$ cat src/rtl/lft_pkg.sv
package lft_pkg;

   localparam int FUNC_W    = 2;
   localparam int ADDR_W    = 32;
   localparam int TIME_W    = 48;
   localparam int BLOCK_W   = 49;
   localparam int COUNT_W   = 8;
   localparam int LEN_W     = 32;
   localparam int RETRY_W   = 23;
   localparam int CSR_IDX_W = 2;
   localparam int CSR_DAT_W = 32;

   localparam int SOURCE_ENTRIES_DEF = 8;

   localparam logic [COUNT_W-1:0] FAILURE_LIMIT_RST = 8'd5;
   localparam logic [LEN_W-1:0]   WINDOW_LENGTH_RST = 32'd60000;
   localparam logic [LEN_W-1:0]   BLOCK_LENGTH_RST  = 32'd60000;

   localparam logic [RETRY_W-1:0] RETRY_MAX = 23'd4294968;
   localparam logic [BLOCK_W-1:0] SAT_LEFT  = 49'd4294968000;
   localparam int                 ROUND_W   = 33;
   localparam logic [ROUND_W-1:0] ROUND_UP  = 33'd999;
   localparam int                 QUOT_W    = 30;
   localparam int                 RECIP_W   = 31;
   localparam logic [RECIP_W-1:0] RECIP_125 = 31'd1099511628;
   localparam int                 RECIP_SHIFT = 37;
   localparam int                 PROD_W    = QUOT_W + RECIP_W;

   typedef enum logic [FUNC_W-1:0] {
      FUNC_CHECK   = 2'd0,
      FUNC_FAILURE = 2'd1,
      FUNC_SUCCESS = 2'd2
   } func_type;

   typedef enum logic [CSR_IDX_W-1:0] {
      CSR_FAILURE_LIMIT = 2'd0,
      CSR_WINDOW_LENGTH = 2'd1,
      CSR_BLOCK_LENGTH  = 2'd2
   } csr_index_type;

   typedef struct packed {
      logic [ADDR_W-1:0]  address;
      logic [COUNT_W-1:0] failures;
      logic [TIME_W-1:0]  window_start;
      logic [BLOCK_W-1:0] blocked_until;
      logic [TIME_W-1:0]  last_seen;
   } entry_type;

endpackage

$ cat src/rtl/lft_if.sv
interface lft_req_if;
   logic                          valid;
   logic                          ready;
   logic [lft_pkg::FUNC_W-1:0]    func;
   logic [lft_pkg::ADDR_W-1:0]    source_address;
   logic [lft_pkg::TIME_W-1:0]    time_ms;

   modport source (output valid, func, source_address, time_ms, input ready);
   modport sink   (input valid, func, source_address, time_ms, output ready);
endinterface

interface lft_rsp_if;
   logic                          valid;
   logic                          ready;
   logic                          allowed;
   logic [lft_pkg::RETRY_W-1:0]   retry_after_s;
   logic                          entry_found;

   modport source (output valid, allowed, retry_after_s, entry_found, input ready);
   modport sink   (input valid, allowed, retry_after_s, entry_found, output ready);
endinterface

interface lft_csr_if;
   logic                          valid;
   logic                          ready;
   logic [lft_pkg::CSR_IDX_W-1:0] index;
   logic [lft_pkg::CSR_DAT_W-1:0] data;

   modport source (output valid, index, data, input ready);
   modport sink   (input valid, index, data, output ready);
endinterface

$ cat src/rtl/login_failure_throttle.sv
// channel   dir  payload                                   handshake
// req_bus   in   func, source_address, time_ms             valid/ready
// rsp_bus   out  allowed, retry_after_s, entry_found       valid/ready
// csr_bus   in   index, data                               valid/ready, always ready
//
// One item at a time: a scan of all SOURCE_ENTRIES entries, one entry read per cycle,
// then one update, plus a write for a failure or round and scale for a check.
// Synchronous active-high reset clears the valid bits of all entries and loads
// register defaults; no clearing pass. A result waits in the output register
// while the next item may already be accepted.
module login_failure_throttle #(
   parameter int SOURCE_ENTRIES = lft_pkg::SOURCE_ENTRIES_DEF
) (
   input logic        clock,
   input logic        reset,
   lft_req_if.sink    req_bus,
   lft_rsp_if.source  rsp_bus,
   lft_csr_if.sink    csr_bus
);
   import lft_pkg::*;

   localparam int IDX_W = (SOURCE_ENTRIES > 1) ? $clog2(SOURCE_ENTRIES) : 1;
   localparam int CNT_W = $clog2(SOURCE_ENTRIES + 1);
   localparam logic [CNT_W-1:0] LAST_CNT = CNT_W'(SOURCE_ENTRIES);

   typedef enum logic [2:0] {
      ST_IDLE, ST_SCAN, ST_UPDATE, ST_FAIL, ST_ROUND, ST_SCALE, ST_DONE
   } state_type;

   state_type            state_ff;
   logic [FUNC_W-1:0]    func_ff;
   logic [ADDR_W-1:0]    addr_ff;
   logic [TIME_W-1:0]    now_ff;
   logic [CNT_W-1:0]     issue_ff;
   logic                 rd_vld_ff;
   logic [IDX_W-1:0]     rd_idx_ff;
   entry_type            rd_data_ff;
   logic [SOURCE_ENTRIES-1:0] used_ff;

   logic                 hit_ff;
   logic [IDX_W-1:0]     hit_idx_ff;
   entry_type            hit_entry_ff;
   logic                 free_ff;
   logic [IDX_W-1:0]     free_idx_ff;
   logic [IDX_W-1:0]     oldest_idx_ff;
   logic [TIME_W-1:0]    oldest_ls_ff;

   logic [IDX_W-1:0]     slot_ff;
   entry_type            entry_ff;
   logic                 restart_ff;
   logic                 blocked_ff;
   logic [BLOCK_W-1:0]   left_ff;
   logic                 sat_ff;
   logic [QUOT_W-1:0]    quot_ff;
   logic [PROD_W-1:0]    prod_ff;

   logic [COUNT_W-1:0]   failure_limit_ff;
   logic [LEN_W-1:0]     window_length_ms_ff;
   logic [LEN_W-1:0]     block_length_ms_ff;

   logic                 rsp_valid_ff;
   logic                 allowed_ff;
   logic [RETRY_W-1:0]   retry_ff;
   logic                 found_ff;

   entry_type            entry_mem [SOURCE_ENTRIES];

   logic                 req_acc;
   logic                 scan_used;
   logic [TIME_W-1:0]    scan_ls;
   logic                 scan_hit;
   logic [BLOCK_W-1:0]   window_diff;
   logic                 restart_in;
   logic [COUNT_W-1:0]   fail_count;
   logic                 fail_block;
   entry_type            fail_entry;
   logic [ROUND_W-1:0]   round_sum;
   logic                 mem_we;
   logic [IDX_W-1:0]     mem_wa;
   entry_type            mem_wd;
   logic                 func_known;

   assign req_acc       = req_bus.valid && req_bus.ready;
   assign req_bus.ready = (state_ff == ST_IDLE);
   assign csr_bus.ready = 1'b1;

   assign rsp_bus.valid         = rsp_valid_ff;
   assign rsp_bus.allowed       = allowed_ff;
   assign rsp_bus.retry_after_s = retry_ff;
   assign rsp_bus.entry_found   = found_ff;

   assign func_known = (func_ff == FUNC_CHECK) || (func_ff == FUNC_FAILURE) ||
                       (func_ff == FUNC_SUCCESS);

   // scan compare
   assign scan_used = used_ff[rd_idx_ff];
   assign scan_ls   = scan_used ? rd_data_ff.last_seen : '0;
   assign scan_hit  = scan_used && (rd_data_ff.address == addr_ff);

   // window restart on a hit
   assign window_diff = {1'b0, now_ff} - {1'b0, hit_entry_ff.window_start};
   assign restart_in  = hit_ff &&
                        ($signed(window_diff) > $signed(BLOCK_W'(window_length_ms_ff)));

   // failure count and block
   assign fail_count = (restart_ff ? '0 : entry_ff.failures) + COUNT_W'(1);
   assign fail_block = (fail_count >= failure_limit_ff);

   always_comb begin
      fail_entry               = entry_ff;
      fail_entry.address       = addr_ff;
      fail_entry.last_seen     = now_ff;
      fail_entry.window_start  = restart_ff ? now_ff : entry_ff.window_start;
      fail_entry.failures      = fail_block ? '0 : fail_count;
      fail_entry.blocked_until = fail_block ?
                                 ({1'b0, now_ff} + BLOCK_W'(block_length_ms_ff)) :
                                 entry_ff.blocked_until;
   end

   assign round_sum = left_ff[ROUND_W-1:0] + ROUND_UP;

   always_comb begin
      mem_we           = 1'b0;
      mem_wa           = hit_idx_ff;
      mem_wd           = hit_entry_ff;
      mem_wd.last_seen = now_ff;
      if (state_ff == ST_UPDATE && func_ff == FUNC_CHECK && hit_ff) begin
         mem_we = 1'b1;
      end
      if (state_ff == ST_FAIL) begin
         mem_we = 1'b1;
         mem_wa = slot_ff;
         mem_wd = fail_entry;
      end
   end

   always_ff @(posedge clock) begin
      if (mem_we) begin
         entry_mem[mem_wa] <= mem_wd;
      end
      rd_data_ff <= entry_mem[issue_ff[IDX_W-1:0]];
      rd_idx_ff  <= issue_ff[IDX_W-1:0];
   end

   // track hit, first free and least recently seen entry
   always_ff @(posedge clock) begin
      if (reset) begin
         hit_ff  <= 1'b0;
         free_ff <= 1'b0;
      end else if (req_acc) begin
         hit_ff  <= 1'b0;
         free_ff <= 1'b0;
      end else if (rd_vld_ff) begin
         if (scan_hit && !hit_ff) begin
            hit_ff       <= 1'b1;
            hit_idx_ff   <= rd_idx_ff;
            hit_entry_ff <= rd_data_ff;
         end
         if (!scan_used && !free_ff) begin
            free_ff     <= 1'b1;
            free_idx_ff <= rd_idx_ff;
         end
         if (rd_idx_ff == '0 || scan_ls < oldest_ls_ff) begin
            oldest_idx_ff <= rd_idx_ff;
            oldest_ls_ff  <= scan_ls;
         end
      end
   end

   always_ff @(posedge clock) begin
      if (reset) begin
         failure_limit_ff    <= FAILURE_LIMIT_RST;
         window_length_ms_ff <= WINDOW_LENGTH_RST;
         block_length_ms_ff  <= BLOCK_LENGTH_RST;
      end else if (csr_bus.valid && csr_bus.ready) begin
         case (csr_bus.index)
            CSR_FAILURE_LIMIT: failure_limit_ff    <= csr_bus.data[COUNT_W-1:0];
            CSR_WINDOW_LENGTH: window_length_ms_ff <= csr_bus.data[LEN_W-1:0];
            CSR_BLOCK_LENGTH:  block_length_ms_ff  <= csr_bus.data[LEN_W-1:0];
            default: ;
         endcase
      end
   end

   always_ff @(posedge clock) begin
      if (reset) begin
         state_ff     <= ST_IDLE;
         issue_ff     <= '0;
         rd_vld_ff    <= 1'b0;
         used_ff      <= '0;
         blocked_ff   <= 1'b0;
         rsp_valid_ff <= 1'b0;
      end else begin
         rd_vld_ff <= (state_ff == ST_SCAN) && (issue_ff != LAST_CNT);
         if (state_ff == ST_DONE && (!rsp_valid_ff || rsp_bus.ready)) begin
            rsp_valid_ff <= 1'b1;
         end else if (rsp_bus.ready) begin
            rsp_valid_ff <= 1'b0;
         end
         case (state_ff)
            ST_IDLE: begin
               if (req_acc) begin
                  func_ff    <= req_bus.func;
                  addr_ff    <= req_bus.source_address;
                  now_ff     <= req_bus.time_ms;
                  issue_ff   <= '0;
                  blocked_ff <= 1'b0;
                  state_ff   <= ST_SCAN;
               end
            end
            ST_SCAN: begin
               if (issue_ff == LAST_CNT) begin
                  state_ff <= ST_UPDATE;
               end else begin
                  issue_ff  <= issue_ff + CNT_W'(1);
               end
            end
            ST_UPDATE: begin
               case (func_ff)
                  FUNC_CHECK: begin
                     blocked_ff <= hit_ff && ({1'b0, now_ff} < hit_entry_ff.blocked_until);
                     left_ff    <= hit_entry_ff.blocked_until - {1'b0, now_ff};
                     state_ff   <= ST_ROUND;
                  end
                  FUNC_FAILURE: begin
                     restart_ff <= restart_in;
                     if (hit_ff) begin
                        slot_ff  <= hit_idx_ff;
                        entry_ff <= hit_entry_ff;
                     end else begin
                        slot_ff  <= free_ff ? free_idx_ff : oldest_idx_ff;
                        entry_ff <= '{address: addr_ff, failures: '0, window_start: now_ff,
                                      blocked_until: '0, last_seen: now_ff};
                     end
                     state_ff <= ST_FAIL;
                  end
                  FUNC_SUCCESS: begin
                     if (hit_ff) begin
                        used_ff[hit_idx_ff] <= 1'b0;
                     end
                     state_ff <= ST_DONE;
                  end
                  default: state_ff <= ST_DONE;
               endcase
            end
            ST_FAIL: begin
               used_ff[slot_ff] <= 1'b1;
               state_ff         <= ST_DONE;
            end
            ST_ROUND: begin
               sat_ff   <= (left_ff > SAT_LEFT);
               quot_ff  <= round_sum[ROUND_W-1:ROUND_W-QUOT_W];
               state_ff <= ST_SCALE;
            end
            ST_SCALE: begin
               prod_ff  <= PROD_W'(quot_ff) * PROD_W'(RECIP_125);
               state_ff <= ST_DONE;
            end
            ST_DONE: begin
               if (!rsp_valid_ff || rsp_bus.ready) begin
                  allowed_ff   <= !blocked_ff;
                  found_ff     <= hit_ff && func_known;
                  if (!blocked_ff) begin
                     retry_ff <= '0;
                  end else if (sat_ff) begin
                     retry_ff <= RETRY_MAX;
                  end else begin
                     retry_ff <= prod_ff[RECIP_SHIFT +: RETRY_W];
                  end
                  state_ff <= ST_IDLE;
               end
            end
            default: state_ff <= ST_IDLE;
         endcase
      end
   end

   a_accept_scan: assert property (@(posedge clock) disable iff (reset)
      req_acc |=> state_ff == ST_SCAN)
      else $error("accepted item did not start a scan");

   a_write_phase: assert property (@(posedge clock) disable iff (reset)
      mem_we |-> (state_ff == ST_UPDATE || state_ff == ST_FAIL))
      else $error("entry write outside update");

   a_block_found: assert property (@(posedge clock) disable iff (reset)
      (rsp_valid_ff && !allowed_ff) |-> found_ff)
      else $error("blocked result without table entry");

   a_retry_zero: assert property (@(posedge clock) disable iff (reset)
      rsp_valid_ff |-> (allowed_ff == (retry_ff == '0)))
      else $error("retry time disagrees with allowed");

endmodule
$ cat src/flat_wrapper.sv
// flat-port wrapper written by rule: the top's interface ports become plain ports
module login_failure_throttle_flat import lft_pkg::*;
#(
   parameter int SOURCE_ENTRIES = lft_pkg::SOURCE_ENTRIES_DEF
)
  (clock, reset, req_bus_valid, req_bus_func, req_bus_source_address, req_bus_time_ms, req_bus_ready, rsp_bus_valid, rsp_bus_allowed, rsp_bus_retry_after_s, rsp_bus_entry_found, rsp_bus_ready, csr_bus_valid, csr_bus_index, csr_bus_data, csr_bus_ready);
  lft_req_if req_bus_i ();
  lft_rsp_if rsp_bus_i ();
  lft_csr_if csr_bus_i ();
  input logic clock;
  input logic reset;
  input wire logic [$bits(req_bus_i.valid)-1:0] req_bus_valid;
  input wire logic [$bits(req_bus_i.func)-1:0] req_bus_func;
  input wire logic [$bits(req_bus_i.source_address)-1:0] req_bus_source_address;
  input wire logic [$bits(req_bus_i.time_ms)-1:0] req_bus_time_ms;
  output wire logic [$bits(req_bus_i.ready)-1:0] req_bus_ready;
  output wire logic [$bits(rsp_bus_i.valid)-1:0] rsp_bus_valid;
  output wire logic [$bits(rsp_bus_i.allowed)-1:0] rsp_bus_allowed;
  output wire logic [$bits(rsp_bus_i.retry_after_s)-1:0] rsp_bus_retry_after_s;
  output wire logic [$bits(rsp_bus_i.entry_found)-1:0] rsp_bus_entry_found;
  input wire logic [$bits(rsp_bus_i.ready)-1:0] rsp_bus_ready;
  input wire logic [$bits(csr_bus_i.valid)-1:0] csr_bus_valid;
  input wire logic [$bits(csr_bus_i.index)-1:0] csr_bus_index;
  input wire logic [$bits(csr_bus_i.data)-1:0] csr_bus_data;
  output wire logic [$bits(csr_bus_i.ready)-1:0] csr_bus_ready;
  assign req_bus_i.valid = req_bus_valid;
  assign req_bus_i.func = req_bus_func;
  assign req_bus_i.source_address = req_bus_source_address;
  assign req_bus_i.time_ms = req_bus_time_ms;
  assign req_bus_ready = req_bus_i.ready;
  assign rsp_bus_valid = rsp_bus_i.valid;
  assign rsp_bus_allowed = rsp_bus_i.allowed;
  assign rsp_bus_retry_after_s = rsp_bus_i.retry_after_s;
  assign rsp_bus_entry_found = rsp_bus_i.entry_found;
  assign rsp_bus_i.ready = rsp_bus_ready;
  assign csr_bus_i.valid = csr_bus_valid;
  assign csr_bus_i.index = csr_bus_index;
  assign csr_bus_i.data = csr_bus_data;
  assign csr_bus_ready = csr_bus_i.ready;
  login_failure_throttle #(.SOURCE_ENTRIES(SOURCE_ENTRIES)) u_core (.clock(clock), .reset(reset), .req_bus(req_bus_i), .rsp_bus(rsp_bus_i), .csr_bus(csr_bus_i));
endmodule
$ cat config.mk
export PLATFORM = sky130hd
export DESIGN_NAME = login_failure_throttle_flat
export DESIGN_NICKNAME = d
export VERILOG_FILES = /design/src/rtl/lft_pkg.sv /design/src/rtl/lft_if.sv /design/src/rtl/login_failure_throttle.sv /design/src/flat_wrapper.sv
export SDC_FILE = /design/constraint.sdc
export NUM_CORES = 2
export LEC_CHECK = 0
export ABC_AREA = 1
export BUFFER_PORTS_ARGS = -buffer_cell sky130_fd_sc_hd__buf_2
export CORE_MARGIN = 3
export CORE_UTILIZATION = 45
export DETAILED_ROUTE_END_ITERATION = 6
export SETUP_SLACK_MARGIN = 0.1
export SYNTH_ARGS = -nofsm -noshare
export SYNTH_HDL_FRONTEND = slang
export SYNTH_SLANG_ARGS = --single-unit
$ cat constraint.sdc
create_clock -name clock -period 18.51 [get_ports clock]
set_input_delay 0.9255 -clock clock [delete_from_list [all_inputs] [get_ports clock]]
set_output_delay 0.9255 -clock clock [all_outputs]
set_load 0.05 [all_outputs]
==> impl_metrics.sql <==
INSERT INTO impl_metrics (metric_group, metric, value, unit) VALUES
('synth', 'synth_fp_nets', '11404', ''),
('timing', 'final_hold_viol_count', '0', ''),
('synth', 'ys_seq_elements', '2273', ''),
('floorplanning', 'die_area', '253000', 'um^2'),
('setup_path', 'crit_path_start', 'u_core.quot_ff[8]$_DFFE_PP_', ''),
('setup_path', 'criticalPathCategory', 'reg2reg', ''),
('timing', 'setup_repair_after_global_routing_missed_its_margin', 'no', ''),
('detailed_routing', 'drt-wirelength-per-cell', '23.9', 'um'),
('layout', 'finalNonFillerCells', '13946', ''),
('floorplanning', 'floorplan.initialDensity', '0.455', ''),
('power_and_ir_drop', 'p_leak', '0.0489', 'uW'),
('synth', 'synth-adder-area-share', '0.117', ''),
('detailed_routing', 'drt_pre_antenna_iters', '6', ''),
('global_route', 'grt_antenna_before_repair', '27', ''),
('place', 'post-dp-hpwl', '227', 'mm'),
('synth', 'post_synthesis_instance_total', '10415', ''),
('place', 'placed_cell_area', '116000', 'um^2'),
('place', 'pre_cts_ws', '11.18', 'ns'),
('timing', 'fin_worst_hold_slack', '0.156', 'ns'),
('detailed_routing', 'via_count', '77084', ''),
('layout', 'mostFrequentLayoutCells', 'edfxtp_1 (1,993), nor2_1 (1,809), inv_1 (1,300)', ''),
('power_and_ir_drop', 'power_density', '138', 'nW/um^2'),
('clock_tree', 'ctsResizeCount', '0', ''),
('outcome', 'run_status', 'finished clean', ''),
('clock_tree', 'insertion_delay', '0.94', 'ns'),
('synth', 'synth_top_family_by_area', 'simple AND/OR/NAND/NOR gates', ''),
('floorplanning', 'floorplan.core_area', '244000', 'um^2'),
('setup_path', 'worst_ep_required_time', '19.07', 'ns'),
('detailed_routing', 'drc', '0', ''),
('setup_path', 'signal_arrival_time_at_the_worst_endpoint', '7.88', 'ns'),
('layout', 'drive_gt1_frac', '0.0722', ''),
('layout', 'layout-area-overhead-vs-synth', '11.3', '%'),
('clock_tree', 'cts_tree', 'yes', ''),
('layout', 'fin_area', '124000', 'um^2'),
('timing', 'highest_clock_rate', '137', 'MHz'),
('global_route', 'grt_first_pass_wirelength', '491', 'mm'),
('floorplanning', 'die_h', '503', 'um'),
('setup_path', 'crit-reg2reg-launch', 'u_core.quot_ff[8]$_DFFE_PP_', ''),
('power_and_ir_drop', 'ir_worst_vdd', '0.212', 'mV'),
('synth', 'ys_async_sr_fraction', '0', ''),
('synth', 'synth-main-ff-cell', 'edfxtp_1', ''),
('clock_tree', 'htree_levels', '4', ''),
('place', 'gp_congestion', '0.968', ''),
('clock_tree', 'cts.sinks', '2273', ''),
('timing', 'setup-tns-final', '0', 'ns'),
('detailed_routing', 'drt-initial-drc-count', '7036', ''),
('timing', 'report.final.setup_viol', '0', ''),
('layout', 'nFillCells', '21725', ''),
('clock_tree', 'clkTransAtPathRegs', '0.07', 'ns'),
('clock_tree', 'cts_hold_bufs', '0', ''),
('clock_tree', 'clk_path_buf_depth', '3', ''),
('setup_path', 'critPathMostFrequentCell', 'fa_1', ''),
('detailed_routing', 'via_per_inst', '5.53', ''),
('global_route', 'grt-ovfl-total', '0', ''),
('timing', 'post-route-worst-setup-slack', '11.19', 'ns'),
('setup_path', 'slowest_stage', 'edfxtp_1', ''),
('synth', 'synth_seq_area_share', '0.589', ''),
('setup_path', 'worst_path_largest_cell_delay', '0.85', 'ns'),
('global_route', 'grt_start_max_net_pins', '227', ''),
('min_path', 'min_path_type', 'in2reg', ''),
('setup_path', 'rrSetupSlack', '11.19', 'ns'),
('setup_path', 'worst_setup_ep_type', 'flip-flop', ''),
('synth', 'synth.lib_cells_used.distinct', '68', ''),
('setup_path', 'setup.worst_path.start_class', 'flip-flop', ''),
('setup_path', 'worstReg2RegEnd', 'u_core.prod_ff[44]$_DFFE_PP_', ''),
('timing', 'layout_worst_path_cycle_share', '0.395', ''),
('synth', 'post_synth_and_or_nand_nor_area_fraction', '0.121', ''),
('clock_tree', 'tritoncts.num_buffers', '230', ''),
('synth', 'synth_enable_flop_cells', '1993', ''),
('timing', 'worst_pin_slew', '1.39', 'ns'),
('detailed_routing', 'postRouteAntennaNets', '0', '');
[synthesized netlist by cell type, types with 15 or more instances]
library cell	count	share of area
xnor2_1	47	0.0037
nand3_1	130	0.0059
nor4_1	24	0.0014
dfxtp_1	280	0.050
ha_1	589	0.066
xor2_1	104	0.0082
nor2_1	1821	0.062
o21bai_1	18	0.0012
nand2_2	27	0.0015
edfxtp_1	1993	0.54
nand4_1	54	0.0030
nand2_1	1149	0.039
o211ai_1	87	0.0059
a21oi_1	335	0.015
clkbuf_1	355	0.012
buf_1	16	0.00054
o22ai_1	196	0.011
nor2_2	21	0.0012
a31oi_1	223	0.013
nor3_1	60	0.0027
inv_1	1303	0.044
a21o_1	22	0.0015
o21ai_0	1086	0.049
fa_1	279	0.050
o21a_1	17	0.0011
buf_2	15	0.00068
[area by class of cell]
cell class	instances	area, um^2	share of cell area
diodes	15	37.5	0.000304
well taps	3202	4010	0.0324
clock buffers	308	6410	0.0518
multi-input cells	6438	39400	0.318
flip-flops and latches	2273	65500	0.529
inverters	1315	4960	0.0401
repair buffers	265	1710	0.0138
clock inverters	130	1720	0.0139
[per-stage QoR]
| stage | power (uW) | utilization |
|---|---|---|
| floorplan | 10500 | - |
| global placement | 12300 | 0.473 |
| detailed placement | 12300 | 0.473 |
| CTS | 17200 | 0.506 |
| global route | 18300 | 0.506 |
| finish | 17100 | 0.506 |
[per-layer routing]
metal | vias to the layer above | part of all wire | track usage
li1 | 35823 | - | -
met1 | 38276 | 0.45 | 0.377
met2 | 2556 | 0.45 | 0.413
met3 | 429 | 0.063 | 0.0351
met4 | 0 | 0.030 | 0.0761
met5 | - | 0 | 0
[where the power goes]
part / internal [uW] / leakage [uW] / switching (uW)
sequential: 6030 / 0.0203 / 192
clock: 2830 / 0.00395 / 2040
combinational: 1980 / 0.0246 / 4040
[worst max-delay path: cells and delay by family, from the launching register on]
kind	cells	cell delay, ns
AO/OA/AOI/OAI	3	0.49
XOR/XNOR	1	0.13
adder cells (fa/ha/maj)	9	4.26
buffers and inverters	6	0.32
flip-flops	1	0.85
AND/OR/NAND/NOR	6	1.01
[how the worst min path moves through the flow]
stage                     slack [ns]                       startpoint                            endpoint  cells past startpoint
after global placement          0.39   u_core.rd_data_ff[100]$_DFF_P_  u_core.hit_entry_ff[100]$_DFFE_PP_                      0
final                           0.16       req_bus_source_address[26]        u_core.addr_ff[26]$_DFFE_PP_                      1
after CTS                       0.09        req_bus_source_address[9]         u_core.addr_ff[9]$_DFFE_PP_                      1
after detailed placement        0.39   u_core.rd_data_ff[115]$_DFF_P_  u_core.hit_entry_ff[115]$_DFFE_PP_                      0
after floorplan                 0.35  u_core.issue_ff[2]$_SDFFE_PP0P_         u_core.rd_idx_ff[2]$_DFF_P_                      0
after global routing             0.1       req_bus_source_address[12]        u_core.addr_ff[12]$_DFFE_PP_                      1
[registers in the layout (all words and copies together) (netlist names), 4 cells and up]
name	cells
u_core.prod_ff	23
u_core.rsp_bus.retry_after_s	23
u_core.hit_entry_ff	137
u_core.entry_mem	1480
u_core.left_ff	49
u_core.oldest_ls_ff	48
u_core.block_length_ms_ff	32
u_core.window_length_ms_ff	32
u_core.rd_data_ff	185
u_core.addr_ff	32
u_core.now_ff	48
u_core.quot_ff	30
u_core.used_ff	8
u_core.entry_ff	105
u_core.issue_ff	4
u_core.failure_limit_ff	8
[logic make-up (layout without fill, tap and decap cells)]
kind of cell / count (synthesis) / in the layout
adder cells (fa/ha/maj): 868 / 868
other: 1 / 16
flip-flops: 2273 / 2273
AND/OR/NAND/NOR: 3346 / 3346
buffers and inverters: 1704 / 2018
AO/OA/AOI/OAI: 2072 / 2072
XOR/XNOR: 151 / 151
Power figures use the tool's default switching activity.
